`config.mk`:
```
export PLATFORM = sky130hd
export DESIGN_NAME = i2c_current_average_responder
export DESIGN_NICKNAME = d
export VERILOG_FILES = /design/src/rtl/icar_pkg.sv /design/src/rtl/icar_divider.sv /design/src/rtl/i2c_current_average_responder.sv
export SDC_FILE = /design/constraint.sdc
export NUM_CORES = 2
export LEC_CHECK = 0
export ABC_AREA = 1
export BUFFER_PORTS_ARGS = -buffer_cell sky130_fd_sc_hd__buf_2
export CELL_PAD_IN_SITES_DETAIL_PLACEMENT = 0
export CELL_PAD_IN_SITES_GLOBAL_PLACEMENT = 1
export CORE_ASPECT_RATIO = 0.75
export CORE_MARGIN = 2
export CORE_UTILIZATION = 50
export CTS_BUF_LIST = sky130_fd_sc_hd__clkbuf_8
export DETAILED_ROUTE_END_ITERATION = 10
export PLACE_DENSITY = 0.88
export SETUP_SLACK_MARGIN = 0.02
export SKIP_CTS_REPAIR_TIMING = 1
export SLEW_MARGIN = 10
export SYNTH_ARGS = -nofsm -noshare
export SYNTH_HDL_FRONTEND = slang
export SYNTH_SLANG_ARGS = --single-unit
```
`constraint.sdc`:
```
create_clock -name clk_i -period 7.6 [get_ports clk_i]
set_input_delay 1.14 -clock clk_i [delete_from_list [all_inputs] [get_ports clk_i]]
set_output_delay 1.14 -clock clk_i [all_outputs]
set_load 0.005 [all_outputs]
```
`src/rtl/icar_pkg.sv`:
```
// ----------------------------------------------------------------------------
// icar_pkg
// Shared types and constants of the I2C current average responder.
// ----------------------------------------------------------------------------
package icar_pkg;

  localparam int unsigned DefChannels   = 7;
  localparam int unsigned DefCountWidth = 32;
  localparam int unsigned SumWidth      = 64;
  localparam int unsigned AvgWidth      = 16;
  localparam int unsigned CurWidth      = 15;
  localparam int unsigned CurFields     = 7;

  localparam logic [7:0] CmdMagic       = 8'h01;
  localparam logic [7:0] CmdReadCurrent = 8'h02;
  localparam logic [7:0] MagicByte      = 8'had;
  localparam logic [4:0] PosMax         = 5'd31;

  typedef enum logic [1:0] {
    EvSample = 2'd0,
    EvAddr   = 2'd1,
    EvRx     = 2'd2,
    EvTx     = 2'd3
  } event_e;

  typedef enum logic [2:0] {
    StIdle,
    StAccRd,
    StAccWr,
    StDivRd,
    StDivRun,
    StDivWr,
    StTx,
    StOut
  } state_e;

  // Control between the top level and the divider.
  typedef struct packed {
    logic start;
  } div_req_t;

  typedef struct packed {
    logic busy;
    logic done;
  } div_stat_t;

endpackage

```
`src/rtl/icar_divider.sv`:
```
// ----------------------------------------------------------------------------
// icar_divider
// Radix-2 restoring divider: a 64-bit sum over a count, one bit per cycle.
// ----------------------------------------------------------------------------
module icar_divider #(
  parameter int unsigned COUNT_WIDTH = icar_pkg::DefCountWidth
) (
  input  logic                          clk_i,
  input  logic                          rst_ni,
  input  icar_pkg::div_req_t            req_i,
  input  logic [icar_pkg::SumWidth-1:0] dividend_i,
  input  logic [COUNT_WIDTH-1:0]        divisor_i,
  output icar_pkg::div_stat_t           stat_o,
  output logic [icar_pkg::AvgWidth-1:0] quotient_o
);
  import icar_pkg::*;

  localparam int unsigned CntW = $clog2(SumWidth + 1);

  logic [SumWidth-1:0]    quo_q, quo_d;
  logic [COUNT_WIDTH:0]   rem_q, rem_d;
  logic [COUNT_WIDTH-1:0] dvs_q, dvs_d;
  logic [CntW-1:0]        cnt_q, cnt_d;
  logic                   busy_q, busy_d, done_q, done_d;
  logic [COUNT_WIDTH:0]   trial;

  // One shift-subtract step per cycle.
  always_comb begin
    quo_d  = quo_q;
    rem_d  = rem_q;
    dvs_d  = dvs_q;
    cnt_d  = cnt_q;
    busy_d = busy_q;
    done_d = 1'b0;
    trial  = {rem_q[COUNT_WIDTH-1:0], quo_q[SumWidth-1]};
    if (req_i.start) begin
      quo_d  = dividend_i;
      rem_d  = '0;
      dvs_d  = divisor_i;
      cnt_d  = CntW'(SumWidth);
      busy_d = 1'b1;
    end else if (busy_q) begin
      if (trial >= {1'b0, dvs_q}) begin
        rem_d = trial - {1'b0, dvs_q};
        quo_d = {quo_q[SumWidth-2:0], 1'b1};
      end else begin
        rem_d = trial;
        quo_d = {quo_q[SumWidth-2:0], 1'b0};
      end
      cnt_d = cnt_q - 1'b1;
      if (cnt_q == CntW'(1)) begin
        busy_d = 1'b0;
        done_d = 1'b1;
      end
    end
  end

  always_ff @(posedge clk_i or negedge rst_ni) begin
    if (!rst_ni) begin
      busy_q <= 1'b0;
      done_q <= 1'b0;
      cnt_q  <= '0;
    end else begin
      busy_q <= busy_d;
      done_q <= done_d;
      cnt_q  <= cnt_d;
    end
  end

  always_ff @(posedge clk_i) begin
    quo_q <= quo_d;
    rem_q <= rem_d;
    dvs_q <= dvs_d;
  end

  // A zero count gives a zero average.
  assign quotient_o  = (dvs_q == '0) ? '0 : quo_q[AvgWidth-1:0];
  assign stat_o.busy = busy_q;
  assign stat_o.done = done_q;

endmodule

```
`src/rtl/i2c_current_average_responder.sv`:
```
// ----------------------------------------------------------------------------
// i2c_current_average_responder
// Byte-level I2C slave side that averages channel currents on request.
// ----------------------------------------------------------------------------
// One request at a time. A sample passes through the accumulator memory
// channel by channel after it is accepted (read, then write back). A read
// address match with the read-current command runs each channel through the
// one-bit-per-cycle divider (start, 64 steps, done, write back), followed by
// the transmit step. A received byte or a write address match is finished in
// the cycle it is accepted. A transmit request, or a read address match
// without division, passes the transmit step, which skips masked-off channels
// one at a time, then the output step, which picks an average byte out of the
// memory before the byte is offered; the block then waits for the byte to be
// taken. Sums, counts and averages live in memories; they reset to zero
// through valid bits, one per channel and memory.
module i2c_current_average_responder #(
  parameter int unsigned CHANNELS    = icar_pkg::DefChannels,
  parameter int unsigned COUNT_WIDTH = icar_pkg::DefCountWidth
) (
  input  logic                          clk_i,
  input  logic                          rst_ni,
  input  logic                          in_valid_i,
  output logic                          in_ready_o,
  input  logic [1:0]                    event_kind_i,
  input  logic                          read_not_write_i,
  input  logic [7:0]                    rx_byte_i,
  input  logic [icar_pkg::CurWidth-1:0] current_0_i,
  input  logic [icar_pkg::CurWidth-1:0] current_1_i,
  input  logic [icar_pkg::CurWidth-1:0] current_2_i,
  input  logic [icar_pkg::CurWidth-1:0] current_3_i,
  input  logic [icar_pkg::CurWidth-1:0] current_4_i,
  input  logic [icar_pkg::CurWidth-1:0] current_5_i,
  input  logic [icar_pkg::CurWidth-1:0] current_6_i,
  output logic                          out_valid_o,
  input  logic                          out_ready_i,
  output logic [7:0]                    tx_byte_o
);
  import icar_pkg::*;

  localparam int unsigned ChW     = (CHANNELS > 1) ? $clog2(CHANNELS) : 1;
  localparam int unsigned MemW    = SumWidth + COUNT_WIDTH;
  localparam logic [4:0]  SendLen = 5'(2 * CHANNELS);

  state_e state_q, state_d;
  logic [ChW-1:0] ch_q, ch_d;
  logic [7:0]     cmd_q, cmd_d, mask_q, mask_d, tx_q, tx_d;
  logic [4:0]     pos_q, pos_d;
  logic [CHANNELS-1:0] acc_vld_q, acc_vld_d, avg_vld_q, avg_vld_d;
  logic [CurWidth-1:0] cur_q [CurFields];
  logic                out_ok_q;
  logic                fetch_d;

  // Accumulator memory holds {sum, count}; average memory holds averages.
  logic [MemW-1:0]     acc_mem [CHANNELS];
  logic [AvgWidth-1:0] avg_mem [CHANNELS];
  logic [MemW-1:0]     acc_rd_q;
  logic [AvgWidth-1:0] avg_rd_q;
  logic                acc_we, avg_we;
  logic [ChW-1:0]      acc_ra, avg_ra;
  logic [MemW-1:0]     acc_wd;

  div_req_t            div_req;
  div_stat_t           div_stat;
  logic [AvgWidth-1:0] quotient;

  logic [SumWidth-1:0]    acc_sum;
  logic [COUNT_WIDTH-1:0] acc_cnt;
  logic [CurWidth-1:0]    cur_sel;
  logic [ChW-1:0]         pos_ch;
  logic [AvgWidth-1:0]    avg_word;

  assign acc_sum = acc_vld_q[ch_q] ? acc_rd_q[MemW-1:COUNT_WIDTH] : '0;
  assign acc_cnt = acc_vld_q[ch_q] ? acc_rd_q[COUNT_WIDTH-1:0] : '0;
  assign cur_sel = (32'(ch_q) < CurFields) ? cur_q[3'(ch_q)] : '0;
  assign pos_ch  = ChW'(pos_q[4:1]);
  assign avg_word = avg_vld_q[pos_ch] ? avg_rd_q : '0;

  // Synchronous memories with registered read data.
  always_ff @(posedge clk_i) begin
    if (acc_we) acc_mem[ch_q] <= acc_wd;
    acc_rd_q <= acc_mem[acc_ra];
    if (avg_we) avg_mem[ch_q] <= quotient;
    avg_rd_q <= avg_mem[avg_ra];
  end

  // Capture the sample fields with the request.
  always_ff @(posedge clk_i) begin
    if (in_valid_i && in_ready_o) begin
      cur_q[0] <= current_0_i;
      cur_q[1] <= current_1_i;
      cur_q[2] <= current_2_i;
      cur_q[3] <= current_3_i;
      cur_q[4] <= current_4_i;
      cur_q[5] <= current_5_i;
      cur_q[6] <= current_6_i;
    end
  end

  icar_divider #(.COUNT_WIDTH(COUNT_WIDTH)) u_div (
    .clk_i,
    .rst_ni,
    .req_i      (div_req),
    .dividend_i (acc_sum),
    .divisor_i  (acc_cnt),
    .stat_o     (div_stat),
    .quotient_o (quotient)
  );

  // Sequencer for all request kinds.
  always_comb begin
    state_d   = state_q;
    ch_d      = ch_q;
    cmd_d     = cmd_q;
    mask_d    = mask_q;
    pos_d     = pos_q;
    tx_d      = tx_q;
    acc_vld_d = acc_vld_q;
    avg_vld_d = avg_vld_q;
    acc_we    = 1'b0;
    avg_we    = 1'b0;
    acc_wd    = '0;
    acc_ra    = ch_q;
    avg_ra    = pos_ch;
    fetch_d   = 1'b0;
    div_req.start = 1'b0;
    in_ready_o = (state_q == StIdle);
    unique case (state_q)
      StIdle: begin
        ch_d   = '0;
        acc_ra = '0;
        if (in_valid_i) begin
          unique case (event_kind_i)
            EvSample: state_d = StAccRd;
            EvAddr: begin
              pos_d = '0;
              if (read_not_write_i) begin
                state_d = (cmd_q == CmdReadCurrent) ? StDivRd : StTx;
              end
            end
            EvRx: begin
              if (pos_q == '0) cmd_d = rx_byte_i;
              else if (pos_q == 5'd1 && cmd_q == CmdReadCurrent) mask_d = rx_byte_i;
              if (pos_q < PosMax) pos_d = pos_q + 5'd1;
            end
            default: state_d = StTx;
          endcase
        end
      end
      StAccRd: state_d = StAccWr;
      StAccWr: begin
        acc_we = 1'b1;
        acc_wd = {acc_sum + SumWidth'(cur_sel), acc_cnt + 1'b1};
        acc_vld_d[ch_q] = 1'b1;
        if (32'(ch_q) == CHANNELS - 1) begin
          state_d = StIdle;
        end else begin
          ch_d    = ch_q + 1'b1;
          acc_ra  = ch_q + 1'b1;
          state_d = StAccRd;
        end
      end
      StDivRd: begin
        div_req.start = 1'b1;
        state_d = StDivRun;
      end
      StDivRun: if (div_stat.done) state_d = StDivWr;
      StDivWr: begin
        avg_we = 1'b1;
        avg_vld_d[ch_q] = 1'b1;
        acc_vld_d[ch_q] = 1'b0;
        if (32'(ch_q) == CHANNELS - 1) begin
          state_d = StTx;
        end else begin
          ch_d    = ch_q + 1'b1;
          acc_ra  = ch_q + 1'b1;
          state_d = StDivRd;
        end
      end
      StTx: begin
        // For read-current, skip masked-off channels one word per cycle, then read the word.
        if (cmd_q == CmdMagic) begin
          tx_d = MagicByte;
          state_d = StOut;
        end else if (cmd_q != CmdReadCurrent) begin
          tx_d = '0;
          state_d = StOut;
        end else if (pos_q >= SendLen) begin
          tx_d = '0;
          state_d = StOut;
        end else if (!mask_q[pos_q[3:1]]) begin
          pos_d = pos_q + 5'd2;
          avg_ra = ChW'(pos_d[4:1]);
        end else begin
          state_d = StOut;
          fetch_d = 1'b1;
        end
      end
      StOut: begin
        // Pick the byte out of the word read in the transmit step.
        if (!out_ok_q) begin
          tx_d  = pos_q[0] ? avg_word[15:8] : avg_word[7:0];
          pos_d = pos_q + 5'd1;
        end else if (out_ready_i) begin
          state_d = StIdle;
        end
      end
      default: state_d = StIdle;
    endcase
  end

  // The word read for a transmit is held in the first cycle of StOut.
  assign out_valid_o = (state_q == StOut) && out_ok_q;
  assign tx_byte_o   = tx_q;

  always_ff @(posedge clk_i or negedge rst_ni) begin
    if (!rst_ni) begin
      state_q   <= StIdle;
      ch_q      <= '0;
      cmd_q     <= '0;
      mask_q    <= '0;
      pos_q     <= '0;
      tx_q      <= '0;
      acc_vld_q <= '0;
      avg_vld_q <= '0;
      out_ok_q  <= 1'b0;
    end else begin
      state_q   <= state_d;
      ch_q      <= ch_d;
      cmd_q     <= cmd_d;
      mask_q    <= mask_d;
      pos_q     <= pos_d;
      tx_q      <= tx_d;
      acc_vld_q <= acc_vld_d;
      avg_vld_q <= avg_vld_d;
      // The byte is final unless an average byte still has to be picked.
      out_ok_q  <= (state_d == StOut) && !fetch_d;
    end
  end

  // A result is only offered while the sequencer waits in the output state.
  assert property (@(posedge clk_i) disable iff (!rst_ni)
    out_valid_o |-> state_q == StOut)
    else $error("result outside output state");

  // New requests are refused while a division runs.
  assert property (@(posedge clk_i) disable iff (!rst_ni)
    div_stat.busy |-> !in_ready_o)
    else $error("request accepted during division");

  // The divider is only started from the read step.
  assert property (@(posedge clk_i) disable iff (!rst_ni)
    div_req.start |=> state_q == StDivRun)
    else $error("divider start out of sequence");

endmodule
```
==> results.ini <==
[timing]
min_period_ns = 5.634
max_freq_ghz = 0.1775
setup_viol = 0
worst_slew_margin_rel = 0.2176
period_share = 0.7413
slew_viol_final = 0
fin_skew_ns = 0.04665
hold_violations = 0
setup_tns_ns = 0
fin_ws_ns = 1.966
rsz0062_at_grt = no
tightestPinTransition_ns = 1.169

[place]
place.gp.congestion = 0.9086
dp_hpwl_um = 77350
pre_cts_slack_ns = 2.114
port_buffers = 129

[synth]
synth_edf_count = 985
synth_nets = 5162
yosysWarningCount = 0
synth-seq-cells = 1188
synth-seq-area-share = 0.6544
yosysMostFrequentCell = edfxtp_1
post-synth-top-area-cell = edfxtp_1
syn-cell-area_sq_mm = 0.05186
yosys-top-cells-count = edfxtp_1, nand2_1, nor2_1, o21ai_0, inv_1
async_flop_share = 0.04966
synth.area.top_cells = edfxtp_1, nand2_1, dfxtp_1
syn_inst = 4983
synthFlopType = edfxtp_1
synth_cell_types = 61
netlist.area_leader.share = 0.5704
syn_area_per_cell_sq_um = 10.41

[routing]
drtPass1Iterations = 5
drc_errors = 0
detail_route.wl_per_cell_um = 19.39
drtIter0Drc = 3680
via_count = 36370
drtAntennaViolNets = 0
viasPerCell = 5.497
wirelength_um = 128300

[worst_setup_path]
max_stage_delay_ns = 0.93
start_kind = flop
path_cells = inv_2 > nand3_2 > nor2_1 > nor2_1 > nand2_4 > inv_2 > nor2_1 > ha_1 > or2_2 > nand2_1 > o21ai_0 > nand2_1 > nand3_1 > nand2_1 > nand2_1 > nand2_1 > inv_1 > nand2_1 > nand2_1 > nor3b_2
slowest_stage = inv_2
crit_family = simple AND/OR/NAND/NOR gates
worst_setup_path_end_kind = flop
arrival_ns = 6.24
crit_buf_inv = 3
crit_path_frequent_cell = nand2_1
critPathKind = flop to flop
cp_data_required_time_ns = 8.21
critPathMaxFanout = 42

[cells_and_area]
syn2layout_area_growth_pct = 10.57
drive_above_1_share = 0.1197
nets = 5295

[pwr]
seq_power_share = 0.371
switchingPower_mw = 10.45
ir_worst_vdd_uv = 481.8
p_int_mw = 14.52
p_total_mw = 24.98
p_leak_nw = 21.99
comb_power_share = 0.422
sw_frac_of_total = 0.4186
p_per_area_mw_per_mm2 = 435.6
p_clk_frac = 0.207

[floorplanning]
dieArea_sq_mm = 0.1063
core.rowCount = 102
die-height_um = 282.9
pin_count = 130
die_x_um = 375.9
coreArea_sq_mm = 0.1030
start_util = 0.5035

[clock_network]
clkTransAtPathRegs_ns = 0.06
cts-buffers-inserted = 174
h-tree-depth = 4
clk_latency_ns = 0.88
cts_buffer_depth = 3
cts_root_buf = clkbuf_8
cts_tree = built
cts_num_sinks = 1188

[global_route]
grtUsageTotal = 0.2402
grt_pass1_wl_um = 197400
overflow = 0
antenna_found_initial = 3
grt_pass1_vias = 34380
grt_start_max_net_pins = 142

[min_path]
hp-class = input port to async pin

[run_status]
status = complete, no violations

[flow_run]
drv_cap = 0

==> registers in the layout, indices dropped and copies added, names as in the netlist, named ones only <==
register / count
u_div.quo_q: 64
out_ok_q: 1
acc_mem: 672
u_div.busy_q: 1
cmd_q: 8
avg_rd_q: 16
u_div.cnt_q: 7
acc_rd_q: 96
u_div.dvs_q: 32
u_div.done_q: 1
tx_byte_o: 8
state_q: 3
pos_q: 5
mask_q: 8
avg_mem: 112
ch_q: 3
u_div.rem_q: 32
avg_vld_q: 7
cur_q: 105
==> placed cells by master, fill, tap and decap left out, types with 21 or more instances in the layout <==
cell      netlist  routed
edfxtp_1      985     985
nand2_1       961     959
nor2_1        767     756
o21ai_0       455     455
inv_1         354     415
clkbuf_8        0     200
nand3_1       188     187
dfxtp_1       144     144
buf_2          48     129
a31oi_1       115     115
a21oi_1       107     107
or2_2         104     104
o22ai_1       102     102
dfrtp_1        59      59
nand3b_1       57      57
ha_1           57      57
buf_4           9      42
nor2_2         35      37
nor3_1         30      27
nand4_1        25      25
o211ai_1       25      25
clkinv_2        1      21
==> layer usage <==
layer	vias up	share of wire	global-route usage
li1	17490	-	-
met1	17310	0.45	0.3583
met2	1385	0.44	0.3589
met3	179	0.085	0.04146
met4	2	0.022	0.07600
met5	-	0.00015	0
==> power by group through the flow <==
stage | combinational (mW) | sequential, mW | clock [mW]
after floorplan | 7.80 | 9.16 | 0
after global placement | 10.3 | 9.36 | 0
after detailed placement | 10.5 | 9.38 | 0
after CTS | 10.5 | 9.26 | 5.25
after global routing | 11.9 | 9.37 | 5.52
final | 10.5 | 9.27 | 5.16
==> metrics by stage <==
step / instance area [sq um] / hold slack (ns) / instances / utilization
global route: 57340 / 0.4136 / 6616 / 0.5568
global placement: 53810 / 0.4510 / 6292 / 0.5225
floorplan: 51860 / 0.4240 / 4983 / -
finish: 57340 / 0.4285 / 6616 / 0.5568
CTS: 57340 / 0.3479 / 6615 / 0.5567
detailed placement: 53810 / 0.4611 / 6292 / 0.5225
==> cells by family (layout without fill, tap and decap cells) <==
group                      Yosys count  in the layout  synth area share
AOI/OAI and AO/OA                  876            876           0.09499
xor gates and xnor gates            38             38          0.006418
adders and majority gates           59             59           0.01452
buffers and inverters              594            874           0.04642
DFF                               1188           1188            0.6544
muxes                                3              3         0.0005791
other                                0              1                 0
and+or+nand+nor                   2225           2225            0.1827
==> worst paths after layout <==
kind / start / to / slack [ns] / cells past startpoint
max: ch_q[0] / acc_mem[4][61] / 1.97 / 20
min: rst_ni / cmd_q[6] / 0.43 / 2
max reg2reg: ch_q[0] / acc_mem[4][61] / 1.97 / 20
min reg2reg: avg_vld_q[4] / avg_vld_q[4] / 0.47 / 1
max in group asynchronous: rst_ni / async pin / 6.58 / 2
min in group clk_i: current_6_i[11] / cur_q[6][11] / 0.45 / 1
==> final cells by class <==
class	count	area, sq um
Antenna cell	1	2.502
Timing Repair Buffer	178	1101
Fill cell	8728	45650
Sequential cell	1188	33940
Inverter	373	1415
Multi-Input combinational cell	3201	15670
Clock buffer	200	2753
Clock inverter	123	775.7
Tap cell	1352	1692
Power figures use the tool's default switching activity.
